--- config.mk ---
export PLATFORM = sky130hd
export DESIGN_NAME = sdrs_ctrl
export DESIGN_NICKNAME = d
export VERILOG_FILES = /design/src/rtl/core/signed_decimal_radix_sorter_top_assert.svh /design/src/rtl/core/sdrs_pkg.sv /design/src/rtl/core/sdrs_ctrl.sv
export SDC_FILE = /design/constraint.sdc
export NUM_CORES = 1
export LEC_CHECK = 0
export ABC_AREA = 0
export ABC_CLOCK_PERIOD_IN_PS = 1300
export BUFFER_PORTS_ARGS = -buffer_cell sky130_fd_sc_hd__buf_2
export CAP_MARGIN = 20
export CORE_AREA = 2 2 39 41
export DETAILED_ROUTE_END_ITERATION = 8
export DIE_AREA = 0 0 41 43
export HOLD_SLACK_MARGIN = 0.08
export PLACE_DENSITY = 0.63
export RECOVER_POWER = 25
export SYNTH_ARGS = -nofsm -noshare
export SYNTH_HDL_FRONTEND = slang
export SYNTH_SLANG_ARGS = --single-unit
--- constraint.sdc ---
create_clock -name clk -period 1.3 [get_ports clk]
set_input_delay 0.13 -clock clk [delete_from_list [all_inputs] [get_ports clk]]
set_output_delay 0.13 -clock clk [all_outputs]
set_load 0.01 [all_outputs]
--- src/rtl/core/signed_decimal_radix_sorter_top_assert.svh ---
// assertion macros for the signed decimal radix sorter
// expects clk and arst_n in the scope of each use
`ifndef SIGNED_DECIMAL_RADIX_SORTER_TOP_ASSERT_SVH
`define SIGNED_DECIMAL_RADIX_SORTER_TOP_ASSERT_SVH

// same-cycle implication
`define SDRS_ASSERT_IMP(lbl, ante, cons, msg) \
	lbl: assert property (@(posedge clk) disable iff (!arst_n) (ante) |-> (cons)) \
		else $error(msg);

// next-cycle implication
`define SDRS_ASSERT_NXT(lbl, ante, cons, msg) \
	lbl: assert property (@(posedge clk) disable iff (!arst_n) (ante) |=> (cons)) \
		else $error(msg);

`endif

--- src/rtl/core/sdrs_pkg.sv ---
// types and constants shared by the signed decimal radix sorter
// no dependencies
package sdrs_pkg;

	localparam int unsigned RADIX = 10;
	localparam logic [3:0] PFX_END = 4'(RADIX);
	localparam logic [31:0] KEY_FLIP = 32'h8000_0000;
	// floor(x / 10) == (x * RECIP) >> RECIP_SHIFT for every 32-bit x
	localparam logic [31:0] RECIP = 32'hCCCC_CCCD;
	localparam int unsigned RECIP_SHIFT = 35;

	typedef struct packed {
		logic signed [31:0] value;
		logic               last_in;
	} in_beat_t;

	typedef struct packed {
		logic signed [31:0] sorted_value;
		logic               last_out;
		logic               overflow;
	} out_beat_t;

	// stored element: order key, remaining quotient, current digit
	typedef struct packed {
		logic [31:0] key;
		logic [31:0] quot;
		logic [3:0]  digit;
	} ent_t;

	typedef enum logic [5:0] {
		ST_IDLE    = 6'b000001,
		ST_CHECK   = 6'b000010,
		ST_COUNT   = 6'b000100,
		ST_PREFIX  = 6'b001000,
		ST_SCATTER = 6'b010000,
		ST_EMIT    = 6'b100000
	} state_t;

	typedef struct packed {
		logic load;
		logic start_pass;
		logic count;
		logic prefix;
		logic scatter;
		logic emit;
	} cmd_t;

	typedef struct packed {
		logic walk_done;
		logic scat_done;
		logic pfx_done;
		logic more;
	} stat_t;

endpackage

--- src/rtl/core/sdrs_ctrl.sv ---
// controller state machine of the signed decimal radix sorter
// depends on sdrs_pkg
module sdrs_ctrl import sdrs_pkg::*; (
	input  logic  clk,
	input  logic  arst_n,
	input  logic  start,
	input  logic  last_in,
	input  stat_t stat,
	output cmd_t  cmd,
	output logic  busy
);

	state_t state_q, state_d;

	// next state
	always_comb begin
		state_d = state_q;
		unique case (state_q)
			ST_IDLE: begin
				if (start && last_in) state_d = ST_CHECK;
			end
			ST_CHECK: begin
				state_d = stat.more ? ST_COUNT : ST_EMIT;
			end
			ST_COUNT: begin
				if (stat.walk_done) state_d = ST_PREFIX;
			end
			ST_PREFIX: begin
				if (stat.pfx_done) state_d = ST_SCATTER;
			end
			ST_SCATTER: begin
				if (stat.scat_done) state_d = ST_CHECK;
			end
			ST_EMIT: begin
				if (stat.walk_done) state_d = ST_IDLE;
			end
			default: state_d = ST_IDLE;
		endcase
	end

	always_ff @(posedge clk or negedge arst_n) begin
		if (!arst_n) state_q <= ST_IDLE;
		else state_q <= state_d;
	end

	// commands to the datapath
	always_comb begin
		cmd.load       = (state_q == ST_IDLE) && start;
		cmd.start_pass = (state_q == ST_CHECK);
		cmd.count      = (state_q == ST_COUNT);
		cmd.prefix     = (state_q == ST_PREFIX);
		cmd.scatter    = (state_q == ST_SCATTER);
		cmd.emit       = (state_q == ST_EMIT);
	end

	assign busy = (state_q != ST_IDLE);

endmodule

# --- Word-level counts from Yosys, hierarchy flattened ---
# Cells that the tools add are included.
# Widths: inputs -> output; s select.
classes:
  eq_ne: 12
  mux: 7
  reduce_logical: 3
ops:
  columns: ["op", "n"]
  rows:
  - ["$mux 6", 6]
  - ["$pmux 6 s6", 1]
  - ["$ne 2x2->1 const B", 5]
  - ["$eq 6x1->1 const B", 1]
  - ["$eq 6x2->1 const B", 1]
  - ["$eq 6x3->1 const B", 1]
  - ["$eq 6x4->1 const B", 1]
  - ["$eq 6x5->1 const B", 1]
  - ["$eq 6x6->1 const B", 1]
  - ["$ne 6x1->1 const B", 1]
  - ["$reduce_and 5->1", 1]
  - ["$logic_and 1x1->1", 2]
totals:
  reg_bits: 6
  in_bits: 8
  out_inout_bits: 7
  elab_cells: 23

# --- Longest topological paths before layout ---
# Gate-level depths: netlist of the first run.
logic_depth:
  word_depth: 3
  depth_mapped: 5
  depth_no_buf: 4

# --- Worst setup path before layout of the first run ---
# No wires, ideal clock.
synth_path:
  path_kind: "register to register"
  startpoint: "register state_q[3]"
  endpoint: "register state_q[3]"
  setup_time_ns: 0.131
  arrival_time_ns: 1.182
  required_ns: 1.169
  slack_ns: -0.013
  stages_incl_launch_ff: 4
  path_buffers: 0
  period_less_slack_ns: 1.313
  path_cell_list: "dfrtp_1 -> or4_1 -> o22ai_2 -> o32ai_1"
synth_via:
  elab_chain_len: 3
  word_cells_on_any_way: 13
  cone_classes: "eq/ne (11); mux (1); reduce/logical (1)"
synth_rtl:
  columns: ["item", "line", "source"]
  rows:
  - ["from (decl)", "sdrs_ctrl.sv:13", "state_t state_q, state_d;"]
  - ["from (signal assigned)", "sdrs_ctrl.sv:43", "else state_q <= state_d;"]
  - ["$eq 6x1->1, or another cell as far along", "sdrs_ctrl.sv:18", "unique case (state_q)"]
  - ["$ne 2x2->1 (no line)", null, null]
  - ["$reduce_and 5->1 (no line)", null, null]
# Parallel ways exist; a longest one is shown, timed or not.
# A chain may end at the register's enable or synchronous reset.

==> results.json, run 1 <==
{
  "vias_per_cell": 5.24,
  "avgSynthCellArea_um2": 9.18,
  "cp-start-kind": "flip-flop",
  "finalSetupViolations": 11,
  "critPathMaxFanout": 4,
  "drtIter0Drc": 5,
  "failed_checks": "negative setup slack",
  "busiest_layer": "met2",
  "crit_family": "simple AND/OR/NAND/NOR gates",
  "seq_area_um2": 154,
  "wl_per_cell_um": 14.1,
  "clockRootBuffer": "clkbuf_4",
  "antenna_found_initial": 0,
  "hold_path_depth": 2,
  "switching_share": 0.352,
  "total_power_uw": 1100,
  "ys_warn_count": 0,
  "pwr-share-clk": 0.170,
  "use_met2": 0.313,
  "n_antenna_cell": 0,
  "clkLatencyLatePin_ns": 0.25,
  "timing.max_cap.violations": 0,
  "core_area_um2": 1380,
  "start_util": 0.312,
  "fin_crit_sh": 1.22,
  "synth_largest_area_cell": "dfrtp_1",
  "largest_reg_flops": 6,
  "fp-row-count": 14,
  "synth_area_leaders": "dfrtp_1 (29%), dfstp_2 (6.1%), o22ai_2 (5.8%)",
  "drc_errors": 0,
  "comb_power_share": 0.565,
  "path_clk_slew_ns": 0.05,
  "reg2reg_slack_ns": -0.17,
  "final_util": 0.557,
  "fin_skew_ns": 0.0134,
  "arrival_ns": 1.45,
  "synthFlopType": "dfrtp_1",
  "die_height_um": 43,
  "crit_type": "reg2out",
  "reg2regPathDepth": 6,
  "final_nets": 91,
  "period_minus_slack_ns": 1.58,
  "grt_pass1_vias": 507,
  "grt_max_degree": 7,
  "grt-ovfl-total": 0,
  "syn2layout_area_growth_pct": 78.6,
  "rsz0062_at_grt": "true",
  "die_x_um": 41,
  "finalHoldViolCount": 0,
  "ys_seq_area_frac": 0.351,
  "p_int_uw": 713,
  "place_area_um2": 581,
  "die_area_um2": 1760,
  "first_pass_iters": 4,
  "multiInputGateArea_um2": 320,
  "grt_pass1_wl_um": 2170,
  "peakVddDrop_uv": 727,
  "cts_tree": "yes",
  "regMostFlops": "state_q",
  "path_buf_inv": 2,
  "dp_hpwl_um": 877,
  "slew_headroom": 0.780,
  "crit_path_end_kind": "output pin",
  "cts_buffers": 3,
  "tightest_slew_ns": 0.331,
  "cts_sinks": 6,
  "groute.layer.met1.usage": 0.194,
  "grt_use_met3": 0.0995,
  "yosysUniqueCellTypes": 27,
  "timing.fmax_mhz": 633,
  "fin_ws_ns": -0.280,
  "htreeDepth": 1,
  "powerDensity_nw_per_um2": 1430,
  "reg_top3": "state_q (6)",
  "n_fill_cell": 129,
  "grtUsageTotal": 0.190,
  "required_ns": 1.17,
  "path_cells": "nor4_2 > nand3b_1 > inv_1 > buf_2",
  "portBuffers": 14,
  "synthCells": 47,
  "synth_edf_count": 0,
  "drt-total-wl_um": 1380,
  "synth-seq-cells": 6,
  "critPathMaxStageDelay_ns": 0.45,
  "p_switching_uw": 387,
  "yosysTopAreaCellShare": 0.290,
  "status": "complete, but fails checks",
  "post-route-cell-area_um2": 771,
  "hold_class": "in2reg",
  "num_io_pins": 15,
  "syn-num-nets": 55,
  "layout-drive-gt1-share": 0.671,
  "cts_buffer_depth": 2,
  "p_leak_uw": 0.000388,
  "cp_slowest_cell": "dfrtp_2",
  "syn-cell-area_um2": 432,
  "p_seq_frac": 0.265,
  "async_flop_share": 1.00,
  "ant_nets": 0,
  "critical_path_depth": 4,
  "slew_violations": 0,
  "dr_total_vias": 514,
  "gp_congestion": 0.776
}
[cell families (layout without fill, tap and decap cells)]
logic type,Yosys count,in the layout,share of synthesized area
and+or+nand+nor,22,22,0.325
AOI/OAI and AO/OA,10,10,0.194
buffers and inverters,7,42,0.0898
DFF,6,6,0.351
xor gates and xnor gates,2,2,0.0406
[worst register-to-register path: stages (launching register included)]
cell	delay (ns)
dfrtp_2	0.45
nor4_4	0.31
buf_4	0.16
nand2_4	0.05
buf_6	0.12
o22ai_4	0.16
o32ai_2	0.09
[synthesized netlist by cell type, types with 2 or more instances]
cell type and number:
dfrtp_1 5, inv_1 4, nand2_1 4, nor2_1 4
nand3_1 3, nand3b_1 3, and3_1 2, o21ai_0 2
o22ai_2 2
[layer usage]
metal	share of wire	routed length, um
met1	0.36	501
met2	0.54	743
met3	0.070	96
met4	0.028	38
met5	0	0
[power groups by stage]
stage	Clock, uW	Combinational [uW]	Sequential, uW
floorplan	0	279	250
global placement	0	426	282
detailed placement	0	428	282
CTS	194	552	281
global route	218	682	292
finish	187	622	292
[layout by cell type, fill, tap and decap left out, types with 3 or more instances in the layout]
| cell | n |
|---|---|
| clkbuf_4 | 3 |
| buf_2 | 12 |
| buf_6 | 3 |
| buf_4 | 17 |
| nand3b_1 | 3 |
| inv_1 | 4 |
| nand2_1 | 3 |
| dfrtp_1 | 3 |
[layout make-up]
cell class	instances	share of cell area
multi-input combinational	34	0.416
clock buffer	4	0.0341
tap	16	0.0260
timing repair buffer	34	0.305
inverter	4	0.0195
sequential	6	0.200
[per-stage QoR]
step	instances	hold WS (ns)	TNS [ns]	setup slack, ns
final	98	0.0989	-1.98	-0.280
after CTS	94	0.0929	-1.82	-0.277
after global placement	85	-0.0430	-0.237	-0.0490
after detailed placement	85	-0.0422	-0.146	-0.0476
after floorplan	47	-0.166	0	0.0219
after global routing	98	0.0887	-2.76	-0.358
[worst paths after layout]
check	from	to
min in group asynchronous	arst_n	state_q[2]$_DFFE_PN0P_
hold / removal	stat[3]	state_q[5]$_DFFE_PN0P_
hold reg to reg	state_q[0]$_DFFE_PN1P_	state_q[0]$_DFFE_PN1P_
setup / recovery	state_q[3]$_DFFE_PN0P_	cmd[3]
max in group asynchronous	arst_n	state_q[0]$_DFFE_PN1P_
setup reg to reg	state_q[3]$_DFFE_PN0P_	state_q[3]$_DFFE_PN0P_
[repair_timing]
item	in CTS	in global routing
pin swaps	6	3
setup endpoints to repair	11	12
gates resized for setup	14	8
setup buffers	4	4
hold buffers	1	0
hold endpoints to repair	6	0
No activity file was read; power rests on OpenSTA's default activity.
==> run 2: changes to the inputs <==
Settings changed: ABC_AREA 0 to 1, ABC_CLOCK_PERIOD_IN_PS 1300 to unset, PLACE_DENSITY 0.63 to 0.62.
==> run 2 against run 1 <==
The flow still finishes with violations (negative setup slack). Worst setup slack better by 0.19 ns. Total power down 5.5%. Area after synthesis down 1.7%. Clock-buffer cell count unchanged. Via count down 18%. Clock power up 2%. Wire length down 36%. Die area unchanged. Clock skew down 0.012 ns. Sequential power up 7.9%. Synthesized cell count up 30%.
==> results.json, run 2 <==
{
  "clockRootBuffer": "clkbuf_4",
  "finalSetupViolations": 8,
  "synth-xor-area-share": 0,
  "antenna_found_initial": 0,
  "p_switching_uw": 448,
  "required_ns": 1.17,
  "reg2regPathDepth": 8,
  "fp-row-count": 14,
  "die_area_um2": 1760,
  "hold_path_depth": 2,
  "cts_buffer_depth": 2,
  "final_util": 0.422,
  "synthCells": 61,
  "tns_ns": -0.300,
  "htreeDepth": 1,
  "synth-seq-cells": 6,
  "status": "complete, but fails checks",
  "synth_top_family_by_area": "simple AND/OR/NAND/NOR gates",
  "busiest_layer": "met2",
  "arrival_ns": 1.26,
  "n_antenna_cell": 0,
  "use_met2": 0.178,
  "syn-num-nets": 69,
  "largest_reg_flops": 6,
  "grt_pass1_vias": 405,
  "drt-total-wl_um": 887,
  "ant_nets": 0,
  "core_area_um2": 1380,
  "timing.max_cap.violations": 0,
  "die_height_um": 43,
  "stdcell_count": 98,
  "total_power_uw": 1040,
  "synth_edf_count": 0,
  "layout-drive-gt1-share": 0.427,
  "synth_fa_ha_area_frac": 0,
  "peakVddDrop_uv": 1040,
  "finalHoldViolCount": 0,
  "avgSynthCellArea_um2": 6.95,
  "synth_area_leaders": "dfrtp_1 (29%), inv_1 (13%), nand2_1 (8.8%)",
  "grt_max_degree": 7,
  "fin_skew_ns": 0.00178,
  "async_flop_share": 1.00,
  "reg_top3": "state_q (6)",
  "portBuffers": 14,
  "drtIter0Drc": 12,
  "yosysTopAreaCellShare": 0.295,
  "crit_type": "reg2out",
  "num_io_pins": 15,
  "dpl.cell_count": 90,
  "slew_violations": 0,
  "final_nets": 91,
  "syn-cell-area_um2": 424,
  "yosysUniqueCellTypes": 15,
  "path_clk_slew_ns": 0.05,
  "grt_use_met3": 0.0157,
  "dp_hpwl_um": 703,
  "p_int_uw": 592,
  "wl_per_cell_um": 9.05,
  "regMostFlops": "state_q",
  "synth_mux_area_frac": 0,
  "fin_crit_sh": 1.07,
  "tightest_slew_ns": 0.317,
  "synth_compound_area_frac": 0.0265,
  "cts_sinks": 6,
  "final_cell_mix": "inv_1 (15), buf_2 (13), nand2_1 (10), nand3_1 (6), nor2_2 (5)",
  "groute.layer.met1.usage": 0.171,
  "cp-start-kind": "flip-flop",
  "layout_commonest_cell": "inv_1",
  "comb_power_share": 0.513,
  "hold_class": "in2reg",
  "failed_checks": "negative setup slack",
  "critPathMaxFanout": 4,
  "slew_headroom": 0.788,
  "gp_congestion": 0.757,
  "fin_ws_ns": -0.0930,
  "synthFlopType": "dfrtp_1",
  "synth_largest_area_cell": "dfrtp_1",
  "clkLatencyLatePin_ns": 0.25,
  "p_seq_frac": 0.303,
  "n_fill_cell": 148,
  "timing.fmax_mhz": 718,
  "die_x_um": 41,
  "crit_path_end_kind": "output pin",
  "vias_per_cell": 4.33,
  "grtUsageTotal": 0.125,
  "syn2layout_area_growth_pct": 37.8,
  "p_leak_uw": 0.000368,
  "period_minus_slack_ns": 1.39,
  "ys_seq_area_frac": 0.357,
  "synth_common_cells": "inv_1 (15), nand2_1 (10), nand3_1 (7), nor2_1 (7), dfrtp_1 (5)",
  "ys_warn_count": 0,
  "synth-simple-area-share": 0.448,
  "start_util": 0.307,
  "post-synth-top-count-cell": "inv_1",
  "rsz0062_at_grt": "true",
  "dr_total_vias": 424,
  "drc_errors": 0,
  "grt_pass1_wl_um": 1500,
  "powerDensity_nw_per_um2": 1780,
  "pwr-share-clk": 0.183,
  "grt-ovfl-total": 0,
  "switching_share": 0.431,
  "first_pass_iters": 2,
  "cts_buffers": 3,
  "cts_tree": "yes"
}
[run 2: cell types whose count changed after synthesis, sizes merged, moves of 2 or more]
cell    change
and3        -2
inv        +12
nand2       +6
nand3       +6
nand3b      -3
nand4       +3
nor2        +9
nor3        -2
nor4        -2
[run 2: repair_timing]
action                     in CTS  in global routing
hold buffers                    1                  0
setup endpoints to repair       6                 11
resized for setup               1                  6
buffers inserted                1                  2
hold endpoints to repair        6                  0
pin swaps                       1                  2
cloned                          0                  0
[run 2: through the flow]
| stage | cell area, um^2 | setup WS (ns) | hold slack, ns |
|---|---|---|---|
| after floorplan | 424 | 0.103 | -0.166 |
| after global placement | 507 | 0.0981 | -0.0442 |
| after detailed placement | 507 | 0.0556 | -0.0387 |
| after CTS | 552 | -0.123 | 0.0824 |
| after global routing | 584 | -0.184 | 0.0836 |
| final | 584 | -0.0930 | 0.0888 |
[run 2: path summary, 6_finish.rpt]
kind / from / slack [ns] / endpoint
hold reg to reg: state_q[1]$_DFFE_PN0P_ / 0.67 / state_q[4]$_DFFE_PN0P_
hold / removal: stat[3] / 0.09 / state_q[2]$_DFFE_PN0P_
max in group asynchronous: arst_n / 0.73 / state_q[0]$_DFFE_PN1P_
setup reg to reg: state_q[0]$_DFFE_PN1P_ / -0.02 / state_q[3]$_DFFE_PN0P_
setup / recovery: state_q[0]$_DFFE_PN1P_ / -0.09 / cmd[5]
min in group asynchronous: arst_n / 0.29 / state_q[4]$_DFFE_PN0P_
[run 2: kinds of logic after synthesis]
group | Yosys count
compound gates | 2
simple gates | 35
buf+inv | 18
flops | 6
[run 2: routing by layer]
metal / wire length [um] / vias to the layer above
met5: 0 / -
met3: 47 / 3
li1: - / 225
met2: 401 / 16
met1: 416 / 180
met4: 21 / 0
[run 2: power groups by stage]
| stage | combinational, uW | clock, uW | sequential, uW |
|---|---|---|---|
| after CTS | 478 | 193 | 311 |
| final | 534 | 191 | 315 |
| after floorplan | 352 | 0 | 306 |
| after global placement | 463 | 0 | 311 |
| after detailed placement | 469 | 0 | 314 |
| after global routing | 603 | 209 | 325 |
[run 2: area by class of cell]
cell class	count	area [um^2]	area share
tap	16	20.0	0.0343
clock buffer	4	26.3	0.0450
inverter	17	65.1	0.111
timing repair buffer	18	101	0.173
multi-input combinational	37	219	0.375
sequential	6	153	0.261
[run 2: critical path, cell delays in order, from the launching register on]
cell,delay [ns]
dfstp_2,0.56
inv_2,0.04
nor2_2,0.08
nand3_2,0.10
nor2_1,0.10
buf_2,0.13
